## src/hw/rtl/bws_pkg.sv

```systemverilog
// Shared constants, codes and types of the bilinear texture sampler.
package bws_pkg;

    localparam int COORD_FRAC_BITS = 16;
    localparam int DEF_MAX_WIDTH   = 256;
    localparam int DEF_MAX_HEIGHT  = 256;
    localparam int CFG_SIZE_BITS   = 9;
    localparam int CHAN_BITS       = 8;
    localparam int TEXEL_BITS      = 3 * CHAN_BITS;
    localparam int RESULT_BITS     = 17;
    localparam int OUTQ_DEPTH      = 4;

    localparam logic KIND_WRITE  = 1'b0;
    localparam logic KIND_SAMPLE = 1'b1;

    localparam logic [1:0] REG_TEX_WIDTH     = 2'd0;
    localparam logic [1:0] REG_TEX_HEIGHT    = 2'd1;
    localparam logic [1:0] REG_THREE_CHANNEL = 2'd2;

    localparam logic [1:0] PH_LAST = 2'd3;

    typedef struct packed {
        logic                       valid;
        logic [1:0]                 phase;
        logic [COORD_FRAC_BITS-1:0] wu;
        logic [COORD_FRAC_BITS-1:0] wv;
    } bws_tag_t;

    typedef struct packed {
        logic [RESULT_BITS-1:0] red;
        logic [RESULT_BITS-1:0] green;
        logic [RESULT_BITS-1:0] blue;
        logic [RESULT_BITS-1:0] average;
    } bws_result_t;

endpackage

```

## src/hw/rtl/bws_outq.sv

```systemverilog
// Small result queue that decouples the blend pipeline from the output channel.
module bws_outq #(
    parameter int DEPTH = bws_pkg::OUTQ_DEPTH
) (
    input  logic                 aclk,
    input  logic                 aresetn,
    input  logic                 push,
    input  bws_pkg::bws_result_t push_data,
    output logic                 m_valid,
    input  logic                 m_ready,
    output bws_pkg::bws_result_t head
);
    import bws_pkg::*;

    localparam int PW = $clog2(DEPTH);
    localparam int CW = $clog2(DEPTH + 1);

    bws_result_t    entry_reg [DEPTH];
    logic [PW-1:0]  wr_ptr_reg;
    logic [PW-1:0]  rd_ptr_reg;
    logic [CW-1:0]  count_reg;
    logic [CW-1:0]  count_next;
    logic           pop;

    assign m_valid = (count_reg != '0);
    assign head    = entry_reg[rd_ptr_reg];
    assign pop     = m_valid && m_ready;

    always_comb begin
        count_next = count_reg;
        if (push && !pop) begin
            count_next = count_reg + CW'(1);
        end else if (pop && !push) begin
            count_next = count_reg - CW'(1);
        end
    end

    always_ff @(posedge aclk) begin
        if (!aresetn) begin
            wr_ptr_reg <= '0;
            rd_ptr_reg <= '0;
            count_reg  <= '0;
        end else begin
            count_reg <= count_next;
            if (push) begin
                wr_ptr_reg <= (32'(wr_ptr_reg) == DEPTH - 1) ? '0 : wr_ptr_reg + PW'(1);
            end
            if (pop) begin
                rd_ptr_reg <= (32'(rd_ptr_reg) == DEPTH - 1) ? '0 : rd_ptr_reg + PW'(1);
            end
        end
    end

    always_ff @(posedge aclk) begin
        if (push) begin
            entry_reg[wr_ptr_reg] <= push_data;
        end
    end

endmodule

```

## config.mk

```make
export PLATFORM = sky130hd
export DESIGN_NAME = bws_outq
export DESIGN_NICKNAME = d
export VERILOG_FILES = /design/src/hw/rtl/bws_pkg.sv /design/src/hw/rtl/bws_outq.sv
export SDC_FILE = /design/constraint.sdc
export NUM_CORES = 1
export LEC_CHECK = 0
export ABC_CLOCK_PERIOD_IN_PS = 3000
export BUFFER_PORTS_ARGS = -buffer_cell sky130_fd_sc_hd__clkbuf_2
export CORE_MARGIN = 5
export CORE_UTILIZATION = 57
export DETAILED_ROUTE_END_ITERATION = 6
export HOLD_SLACK_MARGIN = 0.06
export PLACE_DENSITY = 0.82
export SETUP_SLACK_MARGIN = 0.02
export SYNTH_ARGS = -nofsm -noshare
export SYNTH_HDL_FRONTEND = slang
export SYNTH_SLANG_ARGS = --single-unit
```

## constraint.sdc

```tcl
create_clock -name aclk -period 3 [get_ports aclk]
set_clock_uncertainty 0.15 [all_clocks]
set_input_delay 0.15 -clock aclk [delete_from_list [all_inputs] [get_ports aclk]]
set_output_delay 0.15 -clock aclk [all_outputs]
set_load 0.005 [all_outputs]
```

# After elaboration in Yosys (flattened, before gate mapping)
# Memory sizes are Yosys's and may differ from the RTL's. A register that Yosys moved wholly into a read port is not among the register bits.
# Index checks and enable logic that the tools add are counted.
# Widths: inputs -> output; s select.
dict set report totals {
  ff_bits 7
  ramBits 272
  inputBits 72
  out_inout_bits 69
  elab_cells 25
  mem_count 1
}
# name depth width rd rd_ports_with_merged_regs write_ports line_no
set mem_list {}
lappend mem_list {entry_reg 4 68 1 1 1 bws_outq.sv:18} ;# bws_result_t entry_reg [DEPTH];
dict set report op_classes {
  n_addsub 4
  n_eq_ne 2
  muxes 8
  reduce_logical 7
}
# op count
set ops {}
lappend ops {{$mux 2} 4}
lappend ops {{$mux 3} 2}
lappend ops {{$add 2x1->2 const B} 2}
lappend ops {{$eq 2x2->1 const B} 2}
lappend ops {{$add 3x1->3 const B} 1}
lappend ops {{$logic_and 1x1->1} 3}
lappend ops {{$reduce_bool 3->1} 1}
lappend ops {{$sub 3x1->3 const B} 1}
lappend ops {{$logic_not 1->1} 2}
lappend ops {{$mux 1} 2}
lappend ops {{$reduce_bool 2->1} 1}

# Longest topological paths before layout
dict set report logic_depth {
  ltp_word 5
  mapped_depth 7
}

# Least setup slack after synthesis
# Ideal clock, no wire load.
dict set report synth_path {
  path_kind {register to register}
  start {reg wr_ptr_reg[0]}
  end {mem entry_reg[3][0] (netlist name), enable pin}
  setup_ns 0.433
  t_arrival_ns 2.143
  setup_slack_ns 0.274
  path_stages_with_launch 3
  path_buffers 0
  synth_period_minus_slack_ns 2.726
  cell_sequence {dfxtp_1 ha_1 and2_1}
}
# item line_no
set synth_rtl {}
lappend synth_rtl {{start: declaration} bws_outq.sv:19} ;# logic [PW-1:0] wr_ptr_reg;
lappend synth_rtl {{start signal: assignment} bws_outq.sv:46} ;# wr_ptr_reg <= (32'(wr_ptr_reg) == DEPTH - 1) ? '0 : wr_ptr_reg + PW'(1);
lappend synth_rtl {{end: declaration} bws_outq.sv:18}
# No word-level cell before the write port.

# Worst setup path after layout
dict set report layout_path {
  start {reg count_reg[0]}
  end {reg count_reg[2]}
}
dict set report layout_via {
  elab_chain_cells 5
  word_cells_on_any_way 10
  cone_classes {2 x add/sub; 2 x mux; 6 x reduce/logical}
}
# item line_no
set layout_lines {}
lappend layout_lines {{start: declaration} bws_outq.sv:21} ;# logic [CW-1:0] count_reg;
lappend layout_lines {{start signal: assignment} bws_outq.sv:44} ;# count_reg <= count_next;
lappend layout_lines {{branches (longest 5 deep; another with $sub 3x1->3)} --}
# Several ways; the timed one is not identified. The select of a mux whose other input is x is not followed.
# A chain may end at the register's enable or synchronous reset.

==> flow_summary.toml <==
[floorplan]
coreArea_um2 = 17800
die_area_um2 = 20800
initial_utilization = 0.577
boundaryPins = 141
dieWidth_um = 144
die_h_um = 144
fp-row-count = 49

[finish]
drive_gt1_frac = 0.405
antenna_cells = 0
largest_reg_flops = 272
syn_to_final_growth_pct = 25.8
nets = 720
fin_util = 0.726

[synthesis]
yosys_register_bits = 281
syn_inst = 401
yosys.area_share.simple = 0.00851
synth.avg_cell_area_um2 = 25.7
synth_common_cells = "272 x edfxtp_1, 68 x mux4_2, 9 x dfxtp_1"
netlist_area_um2 = 10300
synth_fp_nets = 480
synth_xor_area_frac = 0.00170
synth_compound_area_frac = 0.00292
synth_edf_count = 272
synthAdderAreaFrac = 0.00924
ys_types = 23
synth_seq_area_share = 0.811
synthMuxAreaShare = 0.152
synth_flop_cell = "edfxtp_1"
ys_top_cells_by_area = "edfxtp_1 79%, mux4_2 15%, dfxtp_1 1.8%"
yosysTopAreaCellShare = 0.794
synth_top_area_cell = "edfxtp_1"
yosysWarnings = 0
synth_top_family_by_area = "multiplexers"
synth-async-reset-ratio = 0
yosysMostFrequentCell = "edfxtp_1"

[sta]
rsz0062_at_grt = "false"
finalSetupViolations = 0
worst_pin_slew_ps = 610
post-route-period-util = 0.845
whs_ps = 228
relSlewSlack = 0.593
max_clock_freq_mhz = 394
tns_ps = 0
hold_viol_final = 0
fin_crit_ps = 2540
maxSlewViolCount = 0

[placed_design]
io_buffers = 140
dp_hpwl_um = 11600
gp_congestion = 0.740

[setup_path]
r2r-start = "count_reg[0]"
r2r_setup_slack_ps = 460
crit_path_start = "count_reg[0]"
start_kind = "flop"
cp.arrival_ps = 2830
endpoint_kind = "flop"
r2r_end = "count_reg[2]"
crit_type = "flop to flop"
worstPathRequired_ps = 3290
worstPathMaxFanout = 5
reg2reg_depth = 7
crit_path_end = "count_reg[2]"

[global_route]
grt_antenna_before_repair = 0
grt_max_degree = 39
grt_usage = 0.197
grt_pass1_vias = 5663
grt.overflow.total = 0
grt_pass1_wl_um = 30900

[outcome]
status = "complete, no violations"

[clock_network]
clock_path_buffers = 3
cts_setup_buffers = 0
cts_tree = "built"
clk_pin_slew_ps = 60
clock_latency_ps = 530
cts_sinks = 281
htreeDepth = 1
cts_root_buf = "clkbuf_16"
numCtsBuffers = 28

[routing]
routedWlPerCell_um = 22.4
ant_nets = 0
drcViolationCount = 0
vias_per_cell = 5.59
drt_iter0_drc = 358
drt-pass1-iter-count = 4
vias = 4979
wl_um = 20000

[run]
cap_violations = 0

[hold_path]
hp-class = "input pin to flop"

[power]
intPower_mw = 7.62
vdd_drop_max_mv = 0.716
pwr-share-seq = 0.469
p_sw_mw = 2.31
power_density_nw_per_um2 = 767
p_sw_frac = 0.233
clkPwrFrac = 0.351
p_comb_frac = 0.180
leakage_nw = 4.49
[power groups by stage]
stage	clock network [mW]	logic [mW]	registers, mW
2_1_floorplan	0	1.20	4.65
3_3_place_gp	0	1.69	4.73
3_5_place_dp	0	1.74	4.75
4_1_cts	3.54	1.82	4.67
5_1_grt	3.74	1.94	4.69
6_report	3.48	1.78	4.66
[cell usage in the layout (no fill, tap or decap), drive strengths merged, types with 4 or more instances in the layout]
cell	instances
clkinv	11
edfxtp	272
buf	15
and2	5
dlygate4sd3	71
ha	6
clkbuf	175
mux4	68
dfxtp	9
bufinv	4
[kinds of logic after synthesis]
| kind of cell | after synthesis |
|---|---|
| mux | 71 |
| xor+xnor | 2 |
| flops | 281 |
| buf+inv | 19 |
| compound gates | 5 |
| simple gates | 16 |
| fa+ha+maj | 7 |
[critical path: stages, from the launching register on]
cell and delay [ps]:
dfxtp_1 360, o31ai_1 510, ha_1 290, inv_1 60
fa_1 370, xor2_1 190, or3_1 310, a21boi_0 210
[how the worst min path moves through the flow]
stage	start	endpoint	slack (ps)	cells past startpoint
floorplan	push_data[0]	entry_reg[0][0]	100	0
global placement	push_data[27]	entry_reg[0][27]	210	1
detailed placement	push_data[26]	entry_reg[3][26]	220	1
CTS	push_data[26]	entry_reg[0][26]	210	2
global route	push_data[12]	entry_reg[1][12]	220	2
finish	push_data[18]	entry_reg[2][18]	230	2
[area by class of cell]
type / count / area, um^2
inverters: 3 / 11.3
repair buffers: 226 / 1560
clock buffers: 35 / 748
well taps: 229 / 287
flip-flops and latches: 281 / 8360
multi-input cells: 101 / 1800
clock inverters: 16 / 179
fillers: 1015 / 4900
[metal layers]
metal  track usage  routed length (um)  vias up
met3        0.0380                1320       38
li1              -                   -     2206
met1         0.253                7610     2562
met4        0.0476                 408        0
met2         0.350               10600      173
met5             0                   0        -
[stage by stage]
step / std cells / power, mW / instance area, um^2 / setup WS [ps]
detailed placement: 769 / 6.48 / 11300 / 452
CTS: 891 / 10.0 / 12900 / 459
floorplan: 401 / 5.85 / 10300 / 274
global placement: 769 / 6.41 / 11300 / 673
global route: 891 / 10.4 / 12900 / 283
finish: 891 / 9.93 / 12900 / 464
[timing repair]
action	4_1_cts	5_1_grt
gates resized for setup	0	0
endpoints found under the hold margin	281	0
hold buffers	71	0
No activity file was read; power rests on OpenSTA's default activity.
