$ cat src/hw/rtl/bws_pkg.sv
// Shared constants, codes and types of the bilinear texture sampler.
package bws_pkg;

    localparam int COORD_FRAC_BITS = 16;
    localparam int DEF_MAX_WIDTH   = 256;
    localparam int DEF_MAX_HEIGHT  = 256;
    localparam int CFG_SIZE_BITS   = 9;
    localparam int CHAN_BITS       = 8;
    localparam int TEXEL_BITS      = 3 * CHAN_BITS;
    localparam int RESULT_BITS     = 17;
    localparam int OUTQ_DEPTH      = 4;

    localparam logic KIND_WRITE  = 1'b0;
    localparam logic KIND_SAMPLE = 1'b1;

    localparam logic [1:0] REG_TEX_WIDTH     = 2'd0;
    localparam logic [1:0] REG_TEX_HEIGHT    = 2'd1;
    localparam logic [1:0] REG_THREE_CHANNEL = 2'd2;

    localparam logic [1:0] PH_LAST = 2'd3;

    typedef struct packed {
        logic                       valid;
        logic [1:0]                 phase;
        logic [COORD_FRAC_BITS-1:0] wu;
        logic [COORD_FRAC_BITS-1:0] wv;
    } bws_tag_t;

    typedef struct packed {
        logic [RESULT_BITS-1:0] red;
        logic [RESULT_BITS-1:0] green;
        logic [RESULT_BITS-1:0] blue;
        logic [RESULT_BITS-1:0] average;
    } bws_result_t;

endpackage

$ cat src/hw/rtl/bws_front.sv
// Input stage: takes beats, scales coordinates and sequences the memory port.
module bws_front #(
    parameter int MAX_WIDTH  = bws_pkg::DEF_MAX_WIDTH,
    parameter int MAX_HEIGHT = bws_pkg::DEF_MAX_HEIGHT
) (
    input  logic                                     aclk,
    input  logic                                     aresetn,
    input  logic                                     s_valid,
    output logic                                     s_ready,
    input  logic                                     s_kind,
    input  logic [7:0]                               s_texel_x,
    input  logic [7:0]                               s_texel_y,
    input  logic [7:0]                               s_texel_red,
    input  logic [7:0]                               s_texel_green,
    input  logic [7:0]                               s_texel_blue,
    input  logic signed [31:0]                       s_coord_u,
    input  logic signed [31:0]                       s_coord_v,
    input  logic                                     credit_ok,
    input  logic [$clog2(MAX_WIDTH+1)-1:0]           tex_w,
    input  logic [$clog2(MAX_HEIGHT+1)-1:0]          tex_h,
    output logic                                     sample_taken,
    output logic                                     mem_we,
    output logic [$clog2(MAX_WIDTH*MAX_HEIGHT)-1:0]  mem_addr,
    output logic [bws_pkg::TEXEL_BITS-1:0]           mem_wdata,
    output bws_pkg::bws_tag_t                        tag
);
    import bws_pkg::*;

    localparam int F  = COORD_FRAC_BITS;
    localparam int WW = $clog2(MAX_WIDTH + 1);
    localparam int HB = $clog2(MAX_HEIGHT + 1);
    localparam int UB = $clog2(MAX_WIDTH);
    localparam int VB = $clog2(MAX_HEIGHT);
    localparam int AW = $clog2(MAX_WIDTH * MAX_HEIGHT);

    logic                  op_valid_reg;
    logic                  op_kind_reg;
    logic                  op_we_reg;
    logic [1:0]            phase_reg;
    logic [7:0]            wx_reg;
    logic [7:0]            wy_reg;
    logic [TEXEL_BITS-1:0] wdata_reg;
    logic [F+WW-1:0]       upix_reg;
    logic [F+HB-1:0]       vpix_reg;

    logic            free;
    logic            accept;
    logic [F-1:0]    uf;
    logic [F-1:0]    vf;
    logic [F+WW-1:0] upix_next;
    logic [F+HB-1:0] vpix_next;
    logic            in_range;
    logic [UB-1:0]   ut;
    logic [UB-1:0]   ut1;
    logic [VB-1:0]   vt;
    logic [VB-1:0]   vt1;
    logic [WW-1:0]   ut_inc;
    logic [HB-1:0]   vt_inc;
    logic [UB-1:0]   x_sel;
    logic [VB-1:0]   y_sel;
    logic [AW-1:0]   rd_addr;
    logic [AW-1:0]   wr_addr;

    assign free    = !op_valid_reg || (op_kind_reg == KIND_WRITE) || (phase_reg == PH_LAST);
    assign s_ready = free && ((s_kind == KIND_WRITE) || credit_ok);
    assign accept  = s_valid && s_ready;
    assign sample_taken = accept && (s_kind == KIND_SAMPLE);

    assign uf        = s_coord_u[F-1:0];
    assign vf        = {F{1'b0}} - s_coord_v[F-1:0];
    assign upix_next = (F+WW)'(uf) * (F+WW)'(tex_w);
    assign vpix_next = (F+HB)'(vf) * (F+HB)'(tex_h);
    assign in_range  = (32'(s_texel_x) < MAX_WIDTH) && (32'(s_texel_y) < MAX_HEIGHT);

    assign ut     = upix_reg[F+UB-1:F];
    assign vt     = vpix_reg[F+VB-1:F];
    assign ut_inc = WW'(ut) + WW'(1);
    assign vt_inc = HB'(vt) + HB'(1);
    assign ut1    = (ut_inc == tex_w) ? '0 : ut_inc[UB-1:0];
    assign vt1    = (vt_inc == tex_h) ? '0 : vt_inc[VB-1:0];
    assign x_sel  = phase_reg[0] ? ut1 : ut;
    assign y_sel  = phase_reg[1] ? vt1 : vt;

    assign rd_addr = AW'(y_sel) * AW'(MAX_WIDTH) + AW'(x_sel);
    assign wr_addr = AW'(wy_reg) * AW'(MAX_WIDTH) + AW'(wx_reg);

    assign mem_we    = op_valid_reg && (op_kind_reg == KIND_WRITE) && op_we_reg;
    assign mem_addr  = (op_kind_reg == KIND_WRITE) ? wr_addr : rd_addr;
    assign mem_wdata = wdata_reg;

    assign tag.valid = op_valid_reg && (op_kind_reg == KIND_SAMPLE);
    assign tag.phase = phase_reg;
    assign tag.wu    = upix_reg[F-1:0];
    assign tag.wv    = vpix_reg[F-1:0];

    always_ff @(posedge aclk) begin
        if (!aresetn) begin
            op_valid_reg <= 1'b0;
            phase_reg    <= 2'd0;
        end else if (accept) begin
            op_valid_reg <= 1'b1;
            phase_reg    <= 2'd0;
        end else if (free) begin
            op_valid_reg <= 1'b0;
        end else begin
            phase_reg <= phase_reg + 2'd1;
        end
    end

    always_ff @(posedge aclk) begin
        if (accept) begin
            op_kind_reg <= s_kind;
            op_we_reg   <= in_range;
            wx_reg      <= s_texel_x;
            wy_reg      <= s_texel_y;
            wdata_reg   <= {s_texel_blue, s_texel_green, s_texel_red};
            upix_reg    <= upix_next;
            vpix_reg    <= vpix_next;
        end
    end

endmodule

$ cat config.mk
export PLATFORM = sky130hd
export DESIGN_NAME = bws_front
export DESIGN_NICKNAME = d
export VERILOG_FILES = /design/src/hw/rtl/bws_pkg.sv /design/src/hw/rtl/bws_front.sv
export SDC_FILE = /design/constraint.sdc
export NUM_CORES = 1
export LEC_CHECK = 0
export ABC_AREA = 1
export BUFFER_PORTS_ARGS = -buffer_cell sky130_fd_sc_hd__buf_2
export CAP_MARGIN = 10
export CORE_MARGIN = 2
export CORE_UTILIZATION = 54
export CTS_BUF_LIST = sky130_fd_sc_hd__clkbuf_16
export CTS_CLUSTER_DIAMETER = 100
export DETAILED_ROUTE_END_ITERATION = 10
export PLACE_DENSITY_LB_ADDON = 0.05
export SLEW_MARGIN = 20
export SYNTH_ARGS = -nofsm -noshare
export SYNTH_HDL_FRONTEND = slang
export SYNTH_SLANG_ARGS = --single-unit
export TNS_END_PERCENT = 20
$ cat constraint.sdc
create_clock -name aclk -period 4.78 [get_ports aclk]
set_input_delay 0 -clock aclk [delete_from_list [all_inputs] [get_ports aclk]]
set_output_delay 0 -clock aclk [all_outputs]
set_load 0.01 [all_outputs]
# Yosys cells after proc, flatten, opt, wreduce, memory -nomap -nowiden
# Cells that the tools add are included.
# word_totals
reg_bits	92
latchBits	0
mem_bits_rw	0
mem_bits_ro	0
inputBits	127
output_inout_bits	78
memories	0
# classes
addsub	6
mul	2
div	0
order_cmp	0
eq_ne	3
n_shift	0
mux	7
bitwise_logic	3
reduce_logical	11
# ops
operator	count
multiplier 16 x 9 -> 24 bit	2
adder 16 x 8 -> 16 bit	2
two-way mux 8 bit	4
adder 8 x 1 -> 9 bit, second input constant	2
== test 9 bit	2
two-way mux 16 bit	1
subtractor 1 x 16 -> 16 bit, first input constant	1
logical AND 1 bit	5
logical OR 1 bit	3
inverter 1 bit	3
adder 2 x 1 -> 2 bit, second input constant	1
== test 2 bit, second input constant	1
two-way mux 1 bit	2
nonzero test 2 bit	1
OR reduction 2 bit	1
logical NOT 1 bit	1

# Logic depth before layout (Yosys ltp)
# Gate-level depths: netlist of run 1.
# depth
depth_word	6
depth_mapped	31

# Worst setup path before layout of run 1
# OpenSTA, ideal clock, no wires.
# synth_path
path_kind	input to register
startpoint	input s_coord_v[0]
endpoint	register vpix_reg[21] (data pin)
arrival_ns	4.611
slack_ns	-0.091
stages	25
n_path_buf	1
cell_sequence	clkbuf_1 > inv_1 > ha_1 > nand4_1 > nor2_1 > nand2_1 > nor2_1 > nand2_1 > nor2_2 > inv_2 > o21ai_4 > nand2_2 > nor2_1 > fa_1 > fa_1 > fa_1 > inv_1 > fa_1 > inv_1 > ha_1 > nand2_1 > nor4_1 > nand4_1 > nand3_1 > xor2_1
# synth_between
elab_chain_cells	2
# synth_rtl
element	line	source
from (decl)	bws_front.sv:17	input logic signed [31:0] s_coord_v,
subtractor 1 x 16 -> 16 bit	bws_front.sv:70	assign vf = {F{1'b0}} - s_coord_v[F-1:0];
multiplier 16 x 9 -> 24 bit	bws_front.sv:72	assign vpix_next = (F+HB)'(vf) * (F+HB)'(tex_h);
via vpix_next[21]	bws_front.sv:51	logic [F+HB-1:0] vpix_next;
to (signal assigned)	bws_front.sv:118	vpix_reg <= vpix_next;
to (decl)	bws_front.sv:44	logic [F+HB-1:0] vpix_reg;
# The timed path passes the listed nets, and every way through them passes these cells.
# A chain may end at the register's enable or synchronous reset.

# Worst setup path in the final report of run 1
# layout_path
startpoint	input s_coord_v[1]
endpoint	register vpix_reg[21] (data pin)
# Same word-level chain as after synthesis.

==> results by stage, run 1 <==
Synthesis:
- The most common cell in the synthesized netlist is sky130_fd_sc_hd__nand2_1.
- The synthesized netlist occupies a cell area of 13,390 sq um.
- Yosys printed 0 warnings.
- Of the synthesized area, sequential elements account for 20.41%.
- The largest area contributor in the synthesized netlist is sky130_fd_sc_hd__fa_1.
- Ranked by total cell area, the synthesized netlist is headed by sky130_fd_sc_hd__fa_1 29%, sky130_fd_sc_hd__edfxtp_1 20%, sky130_fd_sc_hd__nand2_1 11%, sky130_fd_sc_hd__inv_1 10%, sky130_fd_sc_hd__ha_1 8.4%.
- For this run, asynchronously set or reset flops after synthesis account for 0%.
- The number of synthesized flops with an enable pin is 89.
- The post-synthesis area per instance is 8.060 sq um.
- In this run the biggest area consumer among cell types represents 29.31% of the synthesized area.
- In the synthesized netlist, the number of instances is 1,661.
- By count the netlist is led by 397 x sky130_fd_sc_hd__nand2_1, 362 x sky130_fd_sc_hd__inv_1, 196 x sky130_fd_sc_hd__fa_1, 149 x sky130_fd_sc_hd__nor2_1, 90 x sky130_fd_sc_hd__ha_1.
- The synthesized design contains 92 register bits.
- Synthesis produced a netlist with a net count of 2,074.
- For this run, the leading register cell type out of synthesis is sky130_fd_sc_hd__edfxtp_1.
- After synthesis, the netlist uses 41 different library cells.

Setup path:
- STA classifies the critical path endpoint as a flop.
- In this run the register-to-register setup slack is 1.94 ns.
- For the worst setup path, the data required time is 4.89 ns.
- The worst reg2reg path endpoint is upix_reg[10]$_DFFE_PP_.
- The reg-to-reg critical path startpoint is op_kind_reg$_DFFE_PP_.
- Measured in cells, the most critical reg-to-reg path has a length of 6.
- STA classifies the critical path startpoint as a primary input.
- The largest driver fanout on the critical path is 5.
- The arrival time at the worst endpoint is 4.75 ns.
- The setup path with the least slack is of type in -> reg.

STA:
- The setup clock skew after layout is 0.01097 ns.
- Setup slack closes at 0.1386 ns.
- The number of failing setup endpoints in the final timing report is 0.
- The number of hold violations in the final report is 0.
- For the finished layout, the period the worst path requires is 4.641 ns.
- The final count of pins violating max slew came to 0.
- Setup repair after global routing could not meet its margin everywhere.
- Hold is met by 0.02458 ns.
- The worst relative slew slack is 42.59%.
- The final cycle utilization of the critical path is 97.10%.
- The aggregate negative setup slack is 0 ns.
- The maximum clock rate is 215.5 MHz.
- At the pin with the least slew margin, the transition time is 0.8602 ns.

Outcome:
- The run finished with clean final reports.

Placement:
- In this run, placement finished with an instance count of 2,163.
- The HPWL after detailed placement is 28,380 um.
- The number of port buffers is 172.
- At the end of routability-driven placement, the weighted congestion stood at 0.8950.
- OpenSTA, run right after detailed placement, puts the worst setup slack at -0.3346 ns.
- The placed instances occupy a cell area of 14,950 sq um.

Power and ir drop:
- The design draws 9.336 mW.
- The maximum resistive drop on vdd is 0.0005889 V.
- The leakage component of the power is 8.579 nW.
- The power density over cell area is 577.6 nW/um^2.

Clocking:
- The H-tree was split into 3 levels.
- The maximum buffer depth of the clock tree is 2.
- In this run, CTS created clock tree buffers numbering 9.
- The clock tree root buffer cell is sky130_fd_sc_hd__clkbuf_16.
- TritonCTS built the clock tree.
- The clock insertion delay at the later pin of the skew report is 0.35 ns.
- After clock tree synthesis, the clock-pin slew on the worst setup and hold paths is 0.07 ns.
- The tree built by TritonCTS fans out to 92 sinks.

Flow run:
- Max-cap violations in this run came to 0.

Routing:
- The number of design rule violations left after detail routing is 0.
- For this block, the initial DRC count from the detailed router was 734.
- The detail-routed via count per cell is 5.102.
- The total iterations of the first detailed-routing run is 5.
- The total wirelength of the detailed-routed design is 35,510 um.
- The number of routed nets with antenna violations is 0.
- Across all layers, the routed design uses 11,410 vias.
- After detailed routing, the average wire length per cell comes to 15.88 um.

Min path:
- The instance count along the most critical hold path is 4.
- The worst hold path belongs to the class in -> reg.
- The path with the worst hold slack has its endpoint at phase_reg[0]$_SDFFE_PP0N_.
- The startpoint of the lowest-slack hold path is s_valid.

Cells and area:
- The final layout contains 2,320 nets.
- The final instance area is 16,160 sq um.
- 0 antenna diodes ended up in the layout.
- The post-layout utilization of the core is 66.47%.
- Cells with a size suffix above 1 make up 20.19% of the layout.
- The post-synthesis to final-layout area growth is 20.74%.
- The filler cells instantiated in the layout total 2,084.
- The count of placed standard cells in the final layout, fillers left out is 2,236.

Die:
- The die is 161.5 um wide.
- The die extent in y is 161.5 um.
- The I/O pin total is 205.
- The starting density of the core is 55.05%.
- The placeable core area is 24,320 sq um.
- The area of the die is 26,070 sq um.
- The floorplan has 57 rows.

Global route:
- The first-pass GRT wire length is 57,550 um.
- The via count of the first global-routing pass is 11,890.
- Global routing used 28.02% of the available tracks.
- The initial antenna violation count came to 0.
- The leftover overflow at the end of global routing is 0.
- The largest net degree at the start of global routing is 50.
## worst max-delay path by stage
stage,start,endpoint,depth (start not counted)
after floorplan,s_coord_v[0],vpix_reg[18]$_DFFE_PP_,26
after global placement,s_coord_v[0],vpix_reg[21]$_DFFE_PP_,24
after detailed placement,s_coord_v[0],vpix_reg[22]$_DFFE_PP_,25
after CTS,s_coord_v[0],vpix_reg[22]$_DFFE_PP_,25
after global routing,s_coord_v[1],vpix_reg[21]$_DFFE_PP_,27
final,s_coord_v[1],vpix_reg[21]$_DFFE_PP_,27
## cell type report
class	instances	area (sq um)	area share (%)
clock buffers	9	225.2	1.393
clock inverters	7	80.08	0.4954
inverters	368	1388	8.584
multi-input cells	1112	9191	56.86
flip-flops and latches	92	2733	16.91
well taps	324	405.4	2.508
repair buffers	324	2142	13.25
## report_power, final
group	internal, mW	switching (mW)
Sequential	1.36	0.153
Clock	0.371	0.349
Combinational	3.05	4.05
## logic make-up after synthesis
kind of cell | after synthesis | share of synthesized area (%)
and+or+nand+nor | 649 | 19.78
buffers and inverters | 457 | 13.74
adders and majority gates | 286 | 37.72
AOI/OAI and AO/OA | 131 | 5.346
DFF | 92 | 20.41
xor gates and xnor gates | 46 | 3.009
## worst max-delay path, cell delays in order
cell	delay [ns]
sky130_fd_sc_hd__buf_8	0.10
sky130_fd_sc_hd__inv_4	0.04
sky130_fd_sc_hd__ha_4	0.13
sky130_fd_sc_hd__nand4_1	0.13
sky130_fd_sc_hd__nor2_2	0.15
sky130_fd_sc_hd__nand2_2	0.08
sky130_fd_sc_hd__nor2_1	0.10
sky130_fd_sc_hd__nand2_1	0.10
sky130_fd_sc_hd__nor2_2	0.15
sky130_fd_sc_hd__inv_2	0.09
sky130_fd_sc_hd__o21ai_4	0.25
sky130_fd_sc_hd__buf_6	0.14
sky130_fd_sc_hd__nand3_2	0.08
sky130_fd_sc_hd__fa_1	0.51
sky130_fd_sc_hd__inv_1	0.05
sky130_fd_sc_hd__fa_1	0.46
sky130_fd_sc_hd__fa_1	0.53
sky130_fd_sc_hd__inv_2	0.04
sky130_fd_sc_hd__fa_1	0.49
sky130_fd_sc_hd__inv_2	0.05
sky130_fd_sc_hd__ha_4	0.30
sky130_fd_sc_hd__nand2_4	0.07
sky130_fd_sc_hd__buf_6	0.12
sky130_fd_sc_hd__nor4_4	0.27
sky130_fd_sc_hd__nand4_1	0.14
sky130_fd_sc_hd__nand3_2	0.11
sky130_fd_sc_hd__xor2_1	0.06
## metal layers
metal / part of all wire [%] / routed length (um) / track usage [%]
met4: 2.7 / 965 / 8.726
met2: 53 / 18950 / 51.85
met3: 4.4 / 1564 / 3.287
met5: 0 / 0 / 0
met1: 40 / 14030 / 34.13
## timing repair
item	4_1_cts	5_1_grt
gates resized for setup	0	89
buffers inserted	0	15
hold endpoints to repair	44	0
hold buffers	42	0
endpoints found under the setup margin	0	13
## layout by cell type (no fill, tap or decap), drive strengths merged, types with 4 or more instances in the layout
cell type,count
nor2,152
clkinv,6
a21oi,79
nor3,7
xor2,29
fa,196
clkbuf,9
or2,4
buf,282
inv,368
nand4,10
ha,90
nand3,64
o21ai,36
nand3b,6
edfxtp,89
xnor2,17
dlygate4sd3,42
nand2,401
(Power assumes the default switching activity.)
==> run 2, diff against run 1 <==
--- a/config.mk
+++ b/config.mk
@@ -8,8 +8,10 @@
 export ABC_AREA = 1
 export BUFFER_PORTS_ARGS = -buffer_cell sky130_fd_sc_hd__buf_2
 export CAP_MARGIN = 10
+export CELL_PAD_IN_SITES_DETAIL_PLACEMENT = 1
+export CELL_PAD_IN_SITES_GLOBAL_PLACEMENT = 2
 export CORE_MARGIN = 2
-export CORE_UTILIZATION = 54
+export CORE_UTILIZATION = 32
 export CTS_BUF_LIST = sky130_fd_sc_hd__clkbuf_16
 export CTS_CLUSTER_DIAMETER = 100
 export DETAILED_ROUTE_END_ITERATION = 10
==> run 2 against run 1 <==
Net effect: global-route usage is 7.3 points lower; cell count is 11% higher; via count hardly changed; hold slack better by 0.043 ns; first-iteration DRC count is 51% lower; clock power is 8.5% higher; register-to-register slack better by 0.52 ns; total power is 3.4% higher; non-clock buffer count is 31 higher; sequential cell count stayed put; maximum frequency is 2.0% lower.
==> results by stage, run 2 (synthesis gave the netlist of run 1 again) <==
STA:
- The final cycle utilization of the critical path was 99.06% (+2.0 points).
- The worst hold margin is 0.06720 ns (+0.04261 ns).
- The number of hold violations in the final report was 0 (unchanged).
- The aggregate negative setup slack was 0 ns (unchanged).
- The final critical-path setup slack was 0.04494 ns (-0.09366 ns).
- The setup clock skew after layout is 0.01080 ns (-0.0001667 ns).
- The worst relative slew slack came to 42.90% (+0.31 points).
- Setup repair after global routing could not meet its margin everywhere.
- The maximum clock rate was 211.2 MHz (-2.0%).
- The number of failing setup endpoints in the final timing report is 0 (unchanged).
- The clock period minus worst slack is 4.735 ns (+0.09366 ns).
- The transition time of the tightest slew-check pin is 0.8565 ns (-0.003661 ns).
- The final count of pins violating max slew is 0 (unchanged).

Setup path:
- The critical path is of the in -> reg type.
- The critical path endpoint category is a flop.
- The path depth of the worst reg2reg path is 5 (-1).
- In this run the critical register-to-register path is captured at vpix_reg[0]$_DFFE_PP_.
- The largest driver fanout on the critical path is 4 (-1).
- The launching element of the worst setup path is s_coord_v[1].
- The required time reported for the critical path endpoint is 4.90 ns (about the same).
- The arrival time at the worst endpoint is 4.85 ns (+0.10 ns).
- The register-to-register path setup slack is 2.46 ns (+0.52 ns).
- In this run the worst setup path terminates at vpix_reg[21]$_DFFE_PP_.
- The element type at the critical path start is a primary input.
- The reg-to-reg critical path startpoint is op_kind_reg$_DFFE_PP_.

Die:
- The die extent in y is 208.5 um (+29%).
- The die width is 208.5 um (+29%).
- The I/O pin total was 205 (unchanged).
- The placeable core area is 41,110 sq um (+69%).
- The cell row count is 74 (+30%).
- The starting density of the core is 32.57% (-22 points).
- The area of the die was 43,490 sq um (+67%).

Global route:
- The all-layer global routing usage is 20.72% (-7.3 points).
- The largest net degree at the start of global routing was 90 (+80%).
- The via count of the first global-routing pass was 12,970 (+9.0%).
- The leftover overflow at the end of global routing was 0 (unchanged).
- The initial antenna violation count is 0 (unchanged).
- The first-pass GRT wire length is 70,150 um (+22%).

Power and ir drop:
- The part of the total power dissipated in combinational logic was 76.2% (about the same).
- The clock group share of total power is 8.1% (+0.4 points).
- The power density over cell area is 578.7 nW/um^2 (+0.19%).
- The power share of the sequential group is 15.7% (-0.5 points).
- The maximum resistive drop on vdd is 0.0003810 V (-35%).
- The leakage component of the power is 8.728 nW (+1.7%).
- The switching portion of total power is 48.51% (-0.27 points).
- The overall power of the completed layout is 9.653 mW (+3.4%).
- The switching power is 4.682 mW (+2.8%).
- The cell-internal power is 4.971 mW (+3.9%).

Routing:
- The overall via count from detail_route is 11,410 (+0.053%).
- The total wirelength of the detailed-routed design is 43,210 um (+22%).
- The number of design rule violations left after detail routing is 0 (unchanged).
- The average wire per standard cell is 17.46 um (+9.9%).
- The number of routed nets with antenna violations was 0 (unchanged).
- The detail-routed via count per cell is 4.612 (-9.6%).
- The total iterations of the first detailed-routing run is 4 (-1).
- The violation count after the first detailed-routing iteration is 363 (-51%).

Placement:
- The HPWL after detailed placement was 36,450 um (+28%).
- The setup slack at placement was -0.7115 ns (-0.3769 ns).
- The number of port buffers is 172 (unchanged).
- The routability-driven placement congestion ratio was 0.8264 (-7.7%).

Clocking:
- The clock transition time at the flip-flop clock pins of the worst setup and hold paths is 0.07 ns (about the same).
- The clock insertion delay at the later pin of the skew report was 0.36 ns (about the same).
- TritonCTS built the clock tree.
- The maximum buffer depth of the clock tree was 2 (unchanged).
- The number of buffers created by CTS is 9 (unchanged).
- The clock sink count is 92 (unchanged).
- The clock tree root buffer cell is sky130_fd_sc_hd__clkbuf_16.
- The maximum level of the CTS H-tree is 3 (unchanged).

Cells and area:
- The area taken by flip-flops and latches is 2733 sq um (unchanged).
- The number of antenna cells inserted is 0 (unchanged).
- The post-layout utilization of the core is 40.58% (-26 points).
- Leaving out fill and tap cells, the most frequent cell in the layout is sky130_fd_sc_hd__nand2_1.
- Leaving out fill and tap cells, the most frequent cells in the layout are 387 x sky130_fd_sc_hd__nand2_1, 353 x sky130_fd_sc_hd__inv_1, 194 x sky130_fd_sc_hd__fa_1, 170 x sky130_fd_sc_hd__buf_2, 138 x sky130_fd_sc_hd__nor2_1.
- Relative to the synthesized area, the layout overhead comes to 24.60%.
- The multi-input logic area is 9203 sq um (+0.12%).
- The count of nets after finishing is 2,351 (+1.3%).
- The filler cell count in the final layout is 5,025 (+140%).
- The fraction of layout instances using a drive strength above 1 is 21.41% (+1.2 points).

Min path:
- The path class of the tightest hold or removal check is in -> reg.

Outcome:
- The flow ran to the end, and the final reports show no timing, DRC or antenna violations.

Flow run:
- The number of maximum-capacitance violations is 0 (unchanged).
-- run 2: worst max-delay path: stages --
cell                       delay, ns
sky130_fd_sc_hd__buf_8          0.10
sky130_fd_sc_hd__inv_4          0.05
sky130_fd_sc_hd__ha_4           0.13
sky130_fd_sc_hd__nand4_1        0.16
sky130_fd_sc_hd__nor2_2         0.21
sky130_fd_sc_hd__nand2_2        0.09
sky130_fd_sc_hd__nor2_2         0.12
sky130_fd_sc_hd__nand2_2        0.09
sky130_fd_sc_hd__nor2_4         0.15
sky130_fd_sc_hd__inv_4          0.06
sky130_fd_sc_hd__o21ai_4        0.15
sky130_fd_sc_hd__buf_4          0.13
sky130_fd_sc_hd__nand3_1        0.09
sky130_fd_sc_hd__fa_1           0.59
sky130_fd_sc_hd__inv_1          0.06
sky130_fd_sc_hd__fa_1           0.47
sky130_fd_sc_hd__fa_1           0.56
sky130_fd_sc_hd__fa_1           0.45
sky130_fd_sc_hd__ha_4           0.27
sky130_fd_sc_hd__a21oi_4        0.18
sky130_fd_sc_hd__o21ai_2        0.10
sky130_fd_sc_hd__a211oi_2       0.28
sky130_fd_sc_hd__nand3_2        0.17
sky130_fd_sc_hd__xor2_1         0.18
-- run 2: area by class of cell --
cell class,count,share of cell area (%)
Timing Repair Buffer,355,14.24
Clock inverter,7,0.5326
Tap cell,532,3.990
Sequential cell,92,16.38
Clock buffer,9,1.350
Multi-Input combinational cell,1112,55.17
Inverter,368,8.341
-- run 2: power groups by stage --
stage	Combinational, mW	Clock [mW]	Sequential [mW]
after global placement	6.66	0	1.54
final	7.36	0.781	1.52
after CTS	7.08	0.803	1.52
after floorplan	4.18	0	1.47
after global routing	8.31	0.827	1.55
after detailed placement	6.71	0	1.54
-- run 2: stage by stage --
stage	instance area [sq um]	std cells
after detailed placement	15440	2401
final	16680	2475
after CTS	16350	2467
after global routing	16680	2475
after floorplan	13430	1661
after global placement	15440	2401
-- run 2: routing by layer --
layer	global-route usage, %	up-vias	part of all wire [%]
met4	4.877	0	2.3
met2	41.47	136	56
met1	23.31	5706	40
met3	2.008	44	2.0
met5	0	-	0
li1	-	5528	-
-- run 2: how the worst min path moves through the flow --
stage,startpoint,end,slack (ns),depth (start not counted)
after floorplan,s_texel_red[0],mem_wdata[0]$_DFFE_PP_,0.1,0
after global placement,s_texel_red[1],mem_wdata[1]$_DFFE_PP_,0.18,1
after detailed placement,s_texel_blue[3],mem_wdata[19]$_DFFE_PP_,0.18,1
after CTS,s_coord_u[0],upix_reg[0]$_DFFE_PP_,0.05,3
after global routing,s_coord_u[0],upix_reg[0]$_DFFE_PP_,0.09,3
final,s_coord_u[0],upix_reg[0]$_DFFE_PP_,0.07,3
-- run 2: timing repair --
item,4_1_cts,5_1_grt
hold buffers,42,0
pin swaps,12,53
setup buffers,8,8
gates resized for setup,23,67
endpoints found under the hold margin,44,0
setup endpoints to repair,10,14
gates cloned,0,0
==> run 3, diff against run 2 <==
--- a/config.mk
+++ b/config.mk
@@ -11,11 +11,11 @@
 export CELL_PAD_IN_SITES_DETAIL_PLACEMENT = 1
 export CELL_PAD_IN_SITES_GLOBAL_PLACEMENT = 2
 export CORE_MARGIN = 2
-export CORE_UTILIZATION = 32
+export CORE_UTILIZATION = 38
 export CTS_BUF_LIST = sky130_fd_sc_hd__clkbuf_16
 export CTS_CLUSTER_DIAMETER = 100
 export DETAILED_ROUTE_END_ITERATION = 10
-export PLACE_DENSITY_LB_ADDON = 0.05
+export PLACE_DENSITY_LB_ADDON = 0.1
 export SLEW_MARGIN = 20
 export SYNTH_ARGS = -nofsm -noshare
 export SYNTH_HDL_FRONTEND = slang
==> constraint.sdc (replaced) <==
create_clock -name aclk -period 6 [get_ports aclk]
set_input_delay 0 -clock aclk [delete_from_list [all_inputs] [get_ports aclk]]
set_output_delay 0 -clock aclk [all_outputs]
set_load 0.01 [all_outputs]
==> run 3 against run 2 <==
Net effect: sequential share of layout area up 1.7 points; cell area down 9.4%; cell count down 8.6%; sequential power down 21%; register-to-register slack better by 1.2 ns; critical endpoint is now vpix_reg[22]$_DFFE_PP_; clock power down 25%; highest routed layer unchanged.
==> results by stage, run 3 (synthesis gave the netlist of run 1 again) <==
Outcome:
- The flow ran to the end, and the final reports show no timing, DRC or antenna violations.

Cells and area:
- The area taken by flip-flops and latches is 2733 sq um (unchanged).
- The most common cell after layout, fill and taps aside is sky130_fd_sc_hd__nand2_1.
- The fraction of layout instances using a drive strength above 1 was 11.85% (-9.6 points).
- The filler cell count in the final layout came to 4,290 (-15%).
- The number of antenna cells inserted is 0 (unchanged).
- The count of nets after finishing is 2,215 (-5.8%).
- In the layout the commonest cells are 397 x sky130_fd_sc_hd__nand2_1, 361 x sky130_fd_sc_hd__inv_1, 196 x sky130_fd_sc_hd__fa_1, 172 x sky130_fd_sc_hd__buf_2, 149 x sky130_fd_sc_hd__nor2_1.
- From synthesis to final layout, the design area changed by 12.92%.
- The multi-input logic area is 8816 sq um (-4.2%).

STA:
- The setup clock skew after layout is 0.009939 ns (-0.0008645 ns).
- The clock period minus worst slack is 5.219 ns.
- The transition time of the tightest slew-check pin is 0.8457 ns (-0.01085 ns).
- The worst relative slew slack is 43.62% (+0.72 points).
- The number of hold violations in the final report is 0 (unchanged).
- The aggregate negative setup slack came to 0 ns (unchanged).
- The final count of pins violating max slew is 0 (unchanged).
- Static timing analysis puts the maximum clock frequency at 191.6 MHz.
- Setup repair after global routing left no endpoint under its margin.
- The number of failing setup endpoints in the final timing report is 0 (unchanged).
- The final cycle utilization of the critical path is 86.98%.

Die:
- The cell row count was 68 (-8.1%).
- The I/O pin total came to 205 (unchanged).
- The placeable core area came to 34,630 sq um (-16%).
- The die extent in y came to 191.7 um (-8.1%).
- The die width is 191.7 um (-8.1%).
- The starting density of the core is 38.66% (+6.1 points).
- The area of the die is 36,750 sq um (-15%).

Routing:
- The number of design rule violations left after detail routing was 0 (unchanged).
- The violation count after the first detailed-routing iteration was 266 (-27%).
- The overall via count from detail_route came to 10,950 (-4.1%).
- The number of routed nets with antenna violations is 0 (unchanged).
- The average wire per standard cell came to 17.04 um (-2.4%).
- The total iterations of the first detailed-routing run was 4 (unchanged).
- The total wirelength of the detailed-routed design is 38,520 um (-11%).
- The detail-routed via count per cell was 4.843 (+5.0%).

Placement:
- The number of port buffers is 172 (unchanged).
- The routability-driven placement congestion ratio is 0.7947 (-3.8%).
- The HPWL after detailed placement came to 31,340 um (-14%).

Setup path:
- The largest driver fanout on the critical path is 11 (+7).
- The arrival time at the worst endpoint is 5.33 ns (+0.48 ns).
- The register-to-register path setup slack is 3.64 ns (+1.18 ns).
- The worst setup path is launched from a primary input.
- The required time reported for the critical path endpoint came to 6.11 ns (+1.21 ns).
- The worst setup path is captured at a flop.
- The largest stage delay on the critical path is 0.54 ns (-0.05 ns).
- The most numerous cell type found on the critical path is sky130_fd_sc_hd__fa_1.
- The slowest stage of the critical path is the sky130_fd_sc_hd__fa_1 cell.
- The critical path class is in -> reg.

Clocking:
- The clock transition time at the flip-flop clock pins of the worst setup and hold paths is 0.07 ns (about the same).
- The clock tree root buffer cell is sky130_fd_sc_hd__clkbuf_16.
- The clock insertion delay at the later pin of the skew report is 0.36 ns (about the same).
- The TritonCTS clock tree is done.
- The clock sink count came to 92 (unchanged).
- The number of buffers inserted by post-CTS setup repair was 0 (-8).
- The maximum buffer depth of the clock tree was 2 (unchanged).
- The number of buffers created by CTS was 9 (unchanged).
- The maximum level of the CTS H-tree was 3 (unchanged).

Power and ir drop:
- The overall power of the completed layout is 6.247 mW (-35%).
- The leakage component of the power came to 7.997 nW (-8.4%).
- The maximum resistive drop on vdd is 0.0002736 V (-28%).
- The power density over cell area is 413.3 nW/um^2 (-29%).

Min path:
- The worst min-delay path category is in -> reg.

Global route:
- The largest net degree at the start of global routing was 89 (-1.1%).
- The first-pass GRT wire length is 64,160 um (-8.5%).
- The leftover overflow at the end of global routing was 0 (unchanged).
- The all-layer global routing usage came to 22.51% (+1.8 points).
- The via count of the first global-routing pass is 12,510 (-3.5%).
- The initial antenna violation count is 0 (unchanged).

Flow run:
- The number of maximum-capacitance violations is 0 (unchanged).
## run 3: cell types whose count changed in the layout (fill, tap and decap cells not counted), sizes merged
cell    before  now
clkinv       2    3
buf        313  177
inv        371  369
## run 3: area by class of cell
type | count | share of cell area [%]
Inverter | 368 | 9.146
Tap cell | 455 | 3.766
Sequential cell | 92 | 18.08
Clock inverter | 6 | 0.4552
Multi-Input combinational cell | 1112 | 58.32
Clock buffer | 9 | 1.490
Timing Repair Buffer | 219 | 8.749
## run 3: metal layers
metal	global-route usage [%]	part of all wire, %	wire [um]
met5	0	0	0
met4	5.828	2.4	925
met3	2.704	2.6	986
met2	43.93	55	21140
met1	25.66	40	15470
## run 3: metrics by stage
stage	cell area (sq um)	util, %	instances	hold WS (ns)	worst slack [ns]
after floorplan	13390	-	1661	0.09887	1.129
after detailed placement	14400	41.58	2204	0.1783	0.3472
after global routing	15120	43.66	2261	0.05001	0.1989
after CTS	15110	43.64	2261	0.01345	0.7119
after global placement	14400	41.58	2204	0.1764	0.4727
final	15120	43.66	2261	0.03714	0.7810
## run 3: path summary, 6_finish.rpt
check,from,end,cells past startpoint
hold reg to reg,phase_reg[0]$_SDFFE_PP0N_,phase_reg[0]$_SDFFE_PP0N_,2
hold / removal,s_valid,phase_reg[0]$_SDFFE_PP0N_,4
setup / recovery,s_coord_v[0],vpix_reg[22]$_DFFE_PP_,25
setup reg to reg,op_kind_reg$_DFFE_PP_,vpix_reg[21]$_DFFE_PP_,6
## run 3: what timing repair did
item / in CTS / in global routing
hold buffers: 42 / 0
endpoints found under the hold margin: 44 / 0
gates resized for setup: 0 / 0
## run 3: where the power goes
part	internal, mW	switching (mW)	leakage [nW]
Sequential	1.08	0.120	0.874
Combinational	1.65	2.81	6.98
Clock	0.324	0.260	0.143
## run 3: worst max-delay path: cells and delay by family
family | cells | cell delay, ns
adder cells (fa/ha/maj) | 6 | 2.63
AO/OA/AOI/OAI | 1 | 0.19
XOR/XNOR | 1 | 0.09
buffers and inverters | 5 | 0.43
AND/OR/NAND/NOR | 12 | 1.95
